**src/hdl/ramr_pkg.sv**
```systemverilog
// Shared types and constants for the rational add/multiply/reduce unit.
`timescale 1ns / 1ps

package ramr_pkg;

  // Operation codes carried on the input tuser
  localparam logic OP_ADD = 1'b0;
  localparam logic OP_MUL = 1'b1;

  // Multiplier step selects
  localparam logic [1:0] MSEL_T1 = 2'd0;
  localparam logic [1:0] MSEL_T2 = 2'd1;
  localparam logic [1:0] MSEL_DEN = 2'd2;

  // Field width on the ports
  localparam int FIELD_W = 32;
  localparam int DEN_W = 31;

  // Commands from controller to datapath
  typedef struct packed {
    logic       load;
    logic       mul_en;
    logic [1:0] mul_sel;
    logic       comb;
    logic       gcd_step;
    logic       g_shift;
    logic       div_step;
    logic       out_load;
  } ramr_cmd_t;

  // Status from datapath to controller
  typedef struct packed {
    logic gcd_done;
  } ramr_sts_t;

endpackage

```
**src/hdl/ramr_ctrl.sv**
```systemverilog
// Controller state machine that sequences multiply, gcd and divide steps.
`timescale 1ns / 1ps

module ramr_ctrl #(
  parameter int VALUE_WIDTH = 32
) (
  input  logic                clk,
  input  logic                rst_n,
  input  logic                in_valid,
  output logic                in_ready,
  output logic                out_valid,
  input  logic                out_ready,
  input  ramr_pkg::ramr_sts_t sts,
  output ramr_pkg::ramr_cmd_t cmd
);

  localparam int DW = 2 * VALUE_WIDTH;
  localparam int CW = $clog2(DW);

  typedef enum logic [2:0] {
    ST_IDLE,
    ST_MUL,
    ST_COMB,
    ST_GCD,
    ST_SHIFT,
    ST_DIV,
    ST_OUT
  } state_t;

  state_t          state_r, state_nxt;
  logic [CW-1:0]   cnt_r, cnt_nxt;
  logic            out_valid_r, out_valid_nxt;

  assign in_ready  = (state_r == ST_IDLE);
  assign out_valid = out_valid_r;

  // Decode commands and next state
  always_comb begin
    cmd           = '0;
    state_nxt     = state_r;
    cnt_nxt       = cnt_r;
    out_valid_nxt = out_valid_r & ~out_ready;
    unique case (state_r)
      ST_IDLE: begin
        if (in_valid) begin
          cmd.load  = 1'b1;
          cnt_nxt   = '0;
          state_nxt = ST_MUL;
        end
      end
      ST_MUL: begin
        cmd.mul_en  = 1'b1;
        cmd.mul_sel = cnt_r[1:0];
        if (cnt_r[1:0] == ramr_pkg::MSEL_DEN) begin
          state_nxt = ST_COMB;
        end else begin
          cnt_nxt = cnt_r + 1'b1;
        end
      end
      ST_COMB: begin
        cmd.comb  = 1'b1;
        state_nxt = ST_GCD;
      end
      ST_GCD: begin
        if (sts.gcd_done) begin
          state_nxt = ST_SHIFT;
        end else begin
          cmd.gcd_step = 1'b1;
        end
      end
      ST_SHIFT: begin
        cmd.g_shift = 1'b1;
        cnt_nxt     = '0;
        state_nxt   = ST_DIV;
      end
      ST_DIV: begin
        cmd.div_step = 1'b1;
        if (cnt_r == CW'(DW - 1)) begin
          state_nxt = ST_OUT;
        end else begin
          cnt_nxt = cnt_r + 1'b1;
        end
      end
      ST_OUT: begin
        if (!out_valid_r || out_ready) begin
          cmd.out_load  = 1'b1;
          out_valid_nxt = 1'b1;
          state_nxt     = ST_IDLE;
        end
      end
      default: state_nxt = ST_IDLE;
    endcase
  end

  // Hold state, counter and output valid
  always_ff @(posedge clk) begin
    if (!rst_n) begin
      state_r     <= ST_IDLE;
      cnt_r       <= '0;
      out_valid_r <= 1'b0;
    end else begin
      state_r     <= state_nxt;
      cnt_r       <= cnt_nxt;
      out_valid_r <= out_valid_nxt;
    end
  end

endmodule

```
**config.mk**
```make
export PLATFORM = sky130hd
export DESIGN_NAME = ramr_ctrl
export DESIGN_NICKNAME = d
export VERILOG_FILES = /design/src/hdl/ramr_pkg.sv /design/src/hdl/ramr_ctrl.sv
export SDC_FILE = /design/constraint.sdc
export NUM_CORES = 1
export LEC_CHECK = 0
export BUFFER_PORTS_ARGS = -buffer_cell sky130_fd_sc_hd__buf_2
export CAP_MARGIN = 20
export CORE_MARGIN = 8
export CORE_UTILIZATION = 50
export CTS_CLUSTER_SIZE = 16
export DETAILED_ROUTE_END_ITERATION = 12
export GPL_TIMING_DRIVEN = 0
export PLACE_DENSITY = 0.72
export SETUP_SLACK_MARGIN = 0.3
export SLEW_MARGIN = 20
export SYNTH_ARGS = -nofsm -noshare
export SYNTH_HDL_FRONTEND = slang
export SYNTH_SLANG_ARGS = --single-unit
```
**constraint.sdc**
```tcl
create_clock -name clk -period 4.5 [get_ports clk]
set_input_delay 0.225 -clock clk [delete_from_list [all_inputs] [get_ports clk]]
set_output_delay 0.225 -clock clk [all_outputs]
set_load 0.05 [all_outputs]
```
==> summary.md, run 1 <==
| Metric | Value |
|---|---|
| Status | finished clean |
| Arrival @ worst endpoint | around 1.6 ns |
| VDD IR-drop max | 111 uV |
| Proportion of layout cells with a drive suffix above 1 | 0.304 |
| Most common cell in the synthesized netlist | dfxtp_1 |
| Clk sinks | 10 |
| Crit path time final | 1.83 ns |
| Fin. Hold Viols | 0 |
| Final setup vio count | 0 |
| Largest net degree at the start of global routing | 11 |
| H-tree depth | 1 |
| TritonCTS Buffers | 3 |
| Required time of the critical path | ~4.3 ns |
| CTS clock-pin slew for the worst setup and hold paths | 0.07 ns |
| Worst path slowest cell | clkbuf_1 |
| Number of global-route vias before repair | 615 |
| Setup TNS | 0 ns |
| RePlAce Congestion | 0.775 |
| Remaining Overflow, GRT | 0 |
| Pre-antenna DRT Iters | 4 |
| Worst skew pair latency | 0.27 ns |
| Initial DRC Count | 17 |
| Place WS | 2.83 ns |
| Post-cts resize count | 0 |
| Initial Utilization | 0.540 |
| Final WL | 1580 microns |
| Vias/cell | 5.82 |
| TritonCTS clock tree | done |
| Synth area leader | dfxtp_1 |
| Yosys top cell area share | 0.285 |
| Fin. max-slew vios | 0 |
| DPL Wire Length | around 1200 microns |
| Worst-Margin Slew | 0.395 ns |
| Synth cell count leaders | 10 x dfxtp_1, 7 x nor2_1, 6 x nor3_1 |
| Vias | 681 |
| DIE HEIGHT | 53.5 microns |
| Multi-input combinational cell area | roughly 450 sq um |
| Post-synth EDFFs | 0 |
| # nets final | 111 |
| Detailed-route DRC error count | 0 |
| Synthesized net count | 91 |
| Crit start category | flop |
| Die Area | 2860 sq um |
| Max incr delay on CP | 0.34 ns |
| Synth Cell Area | 703 sq um |
| Area Growth Syn to Fin | 16.5% |
| Most used DFF post-synth | dfxtp_1 |
| Worst Path Class, Setup | flop to primary output |
| Antenna Cells | 0 |
| Root buf cell | clkbuf_4 |
| DRT antenna net count | 0 |
| Setup ws final | 2.67 ns |
| HP Class | input port to flop |
| Row cnt | 13 |
| Crit. End Element | primary output |
| Max Clock Skew | 0.00588 ns |
| Register area share after synthesis | 0.285 |
| Largest cells by area after synthesis | dfxtp_1 28%, nor3_1 4.3%, nor2_1 3.7% |
| Post-CTS Hold Buffers | 0 |
| Avg Inst Size Synth | 8.37 sq um |
| CTS max path bufs | 2 |
| Pwr/cell area | 246 nW/um^2 |
| Synth Register Bits | 10 |
| Relative slew slack | 0.736 |
| Number of port buffers | 15 |
| Post-CTS Repair Setup Buffers | 0 |
| Die width | 53.5 microns |
| Leakage power | 0.375 nW |
| Post-synth ARST share | 0 |
| Synth Warn # | 0 |
| Crit Path Max Fanout | 10 |
| Initial antenna violation count | 0 |
| Cell Chain, Critical Path | buf_6 -> clkbuf_1 -> nor3b_1 -> buf_2 |
| Fill cell count | 123 |
| CORE AREA | around 1300 sq um |
| FF/Latch Area | 200 sq um |
| Peak Freq | 545 MHz |
| Global-route wire length before repair | between 2000 and 3000 microns |
| # IOs | 16 |
| RSZ-0062 raised after global routing | false |
| Max_cap viols | 0 |
| Wire length per cell | 13.5 microns |
| Tcrit/Tclk final | 0.408 |
| Total GRT Usage | 0.120 |
| Cells after Synth | 84 |
| Netlist cell types | 38 |
-- worst max-delay path: cells and delay by family (launching register included) --
family / cells / cell delay (ns)
flops: 1 / 0.33
simple gates: 1 / 0.24
buf+inv: 3 / 0.77
-- state kept, by name, summed over array words and instances (netlist names) --
register   flops
out_valid      1
cnt_r          6
state_r        3
-- cells in the final DEF (no fill, tap or decap), types with 2 or more instances in the layout --
cell type  netlist  routed
a21oi_1          5       5
a31oi_1          2       2
and2_1           3       3
and2b_1          2       2
and3_1           2       2
buf_2            0      15
buf_6            2       2
clkbuf_4         0       3
dfxtp_1         10      10
ha_1             2       2
inv_1            2       2
nand2_1          5       5
nand2b_1         2       2
nand3_1          2       2
nor2_1           7       7
nor2b_1          4       4
nor3_1           6       6
nor3b_1          3       3
o21ai_0          2       2
o221a_2          2       2
o22ai_1          2       2
-- report_power, final --
| part | internal (W) | switching (W) |
|---|---|---|
| clock | 0.0000309 | 0.0000318 |
| sequential | 0.0000909 | 0.00000238 |
| combinational | 0.0000154 | 0.0000299 |
-- metal layers --
metal	GRT usage	routed length, microns
met1	0.151	736
met2	0.186	751
met3	0.0252	80
met4	0.0630	11
met5	0	0
-- metrics by stage --
stage	cell area [sq um]	hold WS (ns)	utilization	std cells	power (W)
global route	820	0.288	0.630	117	0.000211
finish	820	0.287	0.630	117	0.000201
floorplan	703	0.406	-	84	0.000130
CTS	820	0.288	0.630	117	0.000203
global placement	797	0.473	0.613	114	0.000140
detailed placement	797	0.477	0.613	114	0.000141
-- logic make-up (layout without fill, tap and decap cells) --
family	after synthesis	after routing	share of synthesized area
DFF	10	10	0.285
AOI/OAI and AO/OA	22	22	0.253
and+or+nand+nor	42	42	0.345
buffers and inverters	8	26	0.0818
adders and majority gates	2	2	0.0356
-- worst paths after layout --
kind,start,to,slack (ns),depth (start not counted)
setup / recovery,state_r[2],cmd[2],2.67,4
hold / removal,rst_n,cnt_r[1],0.29,3
setup reg to reg,cnt_r[0],cnt_r[3],2.83,6
hold reg to reg,cnt_r[0],cnt_r[0],0.49,1
-- area by class of cell --
cell class	count	share of cell area
Sequential cell	10	0.244
Multi-Input combinational cell	66	0.544
Inverter	3	0.0137
Buffer	5	0.0565
Clock buffer	3	0.0275
Timing Repair Buffer	15	0.0916
Tap cell	15	0.0229
No activity file was read; power rests on OpenSTA's default activity.
==> inputs of run 2 (changes only) <==
--- a/config.mk
+++ b/config.mk
@@ -8,11 +8,11 @@
 export BUFFER_PORTS_ARGS = -buffer_cell sky130_fd_sc_hd__buf_2
 export CAP_MARGIN = 20
 export CORE_MARGIN = 8
-export CORE_UTILIZATION = 50
+export CORE_UTILIZATION = 46
 export CTS_CLUSTER_SIZE = 16
 export DETAILED_ROUTE_END_ITERATION = 12
 export GPL_TIMING_DRIVEN = 0
-export PLACE_DENSITY = 0.72
+export PLACE_DENSITY = 0.69
 export SETUP_SLACK_MARGIN = 0.3
 export SLEW_MARGIN = 20
 export SYNTH_ARGS = -nofsm -noshare
==> constraint.sdc (replaced) <==
create_clock -name clk -period 1.55 [get_ports clk]
set_input_delay 0.0775 -clock clk [delete_from_list [all_inputs] [get_ports clk]]
set_output_delay 0.0775 -clock clk [all_outputs]
set_load 0.05 [all_outputs]
==> summary.md, run 2 (synthesized netlist as in run 1, its figures left out) <==
| Metric | Value |
|---|---|
| Reg-to-reg slack, setup | -0.001 ns (-2.83 ns) |
| Largest net degree at the start of global routing | 11 (unchanged) |
| CORE AREA | 1470 sq um (+13%) |
| CTS max path bufs | 2 (unchanged) |
| Most frequent cells in the layout | 19 x buf_4, 13 x buf_6 |
| Clk sinks | 10 (unchanged) |
| Fin. max-slew vios | 0 (unchanged) |
| TritonCTS clock tree | done |
| RSZ-0062 raised after global routing | true |
| Worst-Margin Slew | 0.376 ns (-0.0192 ns) |
| Root buf cell | clkbuf_4 |
| Number of port buffers | 15 (unchanged) |
| WL met1 | 965 microns (+31%) |
| Max Clock Skew | 0.00940 ns (+0.00352 ns) |
| Antenna Cells | 0 (unchanged) |
| Max_cap viols | 0 (unchanged) |
| # nets final | 135 (+22%) |
| Failing checks | setup timing |
| Global-route wire length before repair | 3620 microns (+40%) |
| Arrival @ worst endpoint | 1.73 ns (+0.12 ns) |
| Largest Register | cnt_r |
| Setup ws final | -0.00122 ns (-2.67 ns) |
| Status | finished, violations left |
| Worst skew pair latency | 0.28 ns (about the same) |
| Crit. End Element | flop |
| HP Class | input port to flop |
| Max reg flops | 6 (unchanged) |
| Crit Reg-Reg Startpoint | cnt_r[0] |
| Final std cells w/o fill | 143 (+22%) |
| Remaining Overflow, GRT | 0 (unchanged) |
| # IOs | 16 (unchanged) |
| Pwr/cell area | 585 nW/um^2 (+140%) |
| Worst Path Class, Setup | flop to flop |
| Peak Freq | 645 MHz |
| CTS clock-pin slew for the worst setup and hold paths | 0.08 ns (about the same) |
| RePlAce Congestion | 0.758 (-2.2%) |
| Detailed-route DRC error count | 0 (unchanged) |
| Crit start category | flop |
| Pre-antenna DRT Iters | 4 (unchanged) |
| DRT antenna net count | 0 (unchanged) |
| Final WL | 2730 microns (+73%) |
| H-tree depth | 1 (unchanged) |
| Die Area | 3040 sq um (+6.1%) |
| DIE HEIGHT | 55.1 microns (+3.0%) |
| Met3 WL post-DR | 189 microns (+140%) |
| Final setup vio count | 1 (+1) |
| Relative slew slack | 0.750 (+0.0132) |
| TritonCTS Buffers | 3 (unchanged) |
| Hold Path End | out_valid |
| Hold Path Stages | 3 (unchanged) |
| Crit path time final | between 1.5 and 2 ns |
| Post-Place Cells | 115 (+0.88%) |
| Required time of the critical path | 1.72 ns (-2.56 ns) |
| Vias | 867 (+27%) |
| VDD IR-drop max | 533 uV (+380%) |
| Met2 wire length | 1430 microns (+91%) |
| Leakage power | 0.581 nW (+55%) |
| Reg2Reg Depth | 7 (+1) |
| Crit Path Max Fanout | 7 (-3) |
| Commonest non-fill, non-tap cell in the layout | buf_4 |
| Initial Utilization | 0.478 (-0.0625) |
| Number of global-route vias before repair | 805 (+31%) |
| Critical hold path startpoint | out_ready |
| Initial DRC Count | 22 (+5) |
| Total GRT Usage | 0.162 (+0.0423) |
| Vias/cell | 6.06 (+4.2%) |
| Fin. Hold Viols | 0 (unchanged) |
| Die width | 55.1 microns (+3.0%) |
| Area Growth Syn to Fin | 88.4% |
| Top Layer Used | met4 |
| Initial antenna violation count | 0 (unchanged) |
| R2R Path End | cnt_r[5] |
| Row cnt | 14 (+1) |
| Post-CTS Hold Buffers | 0 (unchanged) |
| Proportion of layout cells with a drive suffix above 1 | 0.646 (+0.342) |
| DPL Wire Length | 1210 microns (+3.0%) |
| Final core utilization | 0.901 (+0.271) |
| Wire length per cell | 19.1 microns (+41%) |
| Tcrit/Tclk final | 1.00 |
## run 2: cell types whose count changed in the layout (fill, tap and decap cells not counted), sizes merged
cell,delta
clkbuf,+1
buf,+24
## run 2: through the flow
stage                     setup WS (ns)  area [sq um]  hold slack, ns  setup TNS, ns  power (W)
final                          -0.00122          1330           0.153       -0.00122   0.000775
after global routing            -0.0863          1330           0.159         -0.206   0.000798
after CTS                        0.0222          1200           0.114              0   0.000719
after detailed placement        0.00369           925           0.401              0   0.000433
after global placement         -0.00594           925           0.405       -0.00594   0.000432
after floorplan                  0.0549           830           0.248              0   0.000401
## run 2: power by group
group	internal (W)	switching, W
clock	0.000143	0.000104
sequential	0.000262	0.00000822
combinational	0.000120	0.000137
## run 2: final cells by class
cell class | instances | area [sq um]
clock buffer | 4 | 36.3
fill | 60 | 146
buffer | 5 | 75.1
tap | 16 | 20.0
multi-input combinational | 66 | 614
sequential | 10 | 214
timing repair buffer | 39 | 352
inverter | 3 | 13.8
## run 2: what timing repair did
| action | in CTS | in global routing |
|---|---|---|
| endpoints found under the setup margin | 18 | 19 |
| pin swaps | 12 | 8 |
| resized for setup | 33 | 17 |
| buffers inserted | 16 | 7 |
| cloned | 1 | 0 |
## run 2: how the worst max path moves through the flow
stage / start / endpoint / cells after the start
2_1_floorplan: state_r[2] / cmd[8] / 4
3_3_place_gp: cnt_r[0] / cnt_r[2] / 6
3_5_place_dp: cnt_r[0] / cnt_r[2] / 6
4_1_cts: cnt_r[0] / cnt_r[5] / 7
5_1_grt: cnt_r[0] / cnt_r[5] / 7
6_report: cnt_r[0] / cnt_r[5] / 7
## run 2: worst max-delay path, cell delays in order, from the launching register on
cell      delay (ns)
dfxtp_4         0.35
inv_4           0.05
ha_4            0.12
and2b_1         0.20
o31ai_4         0.34
buf_4           0.20
o21bai_1        0.06
o211a_1         0.14
## run 2: routing by layer
metal | track usage | vias up
met5 | 0 | -
met4 | 0.108 | 0
met3 | 0.0374 | 17
met2 | 0.297 | 41
met1 | 0.157 | 414
li1 | - | 395
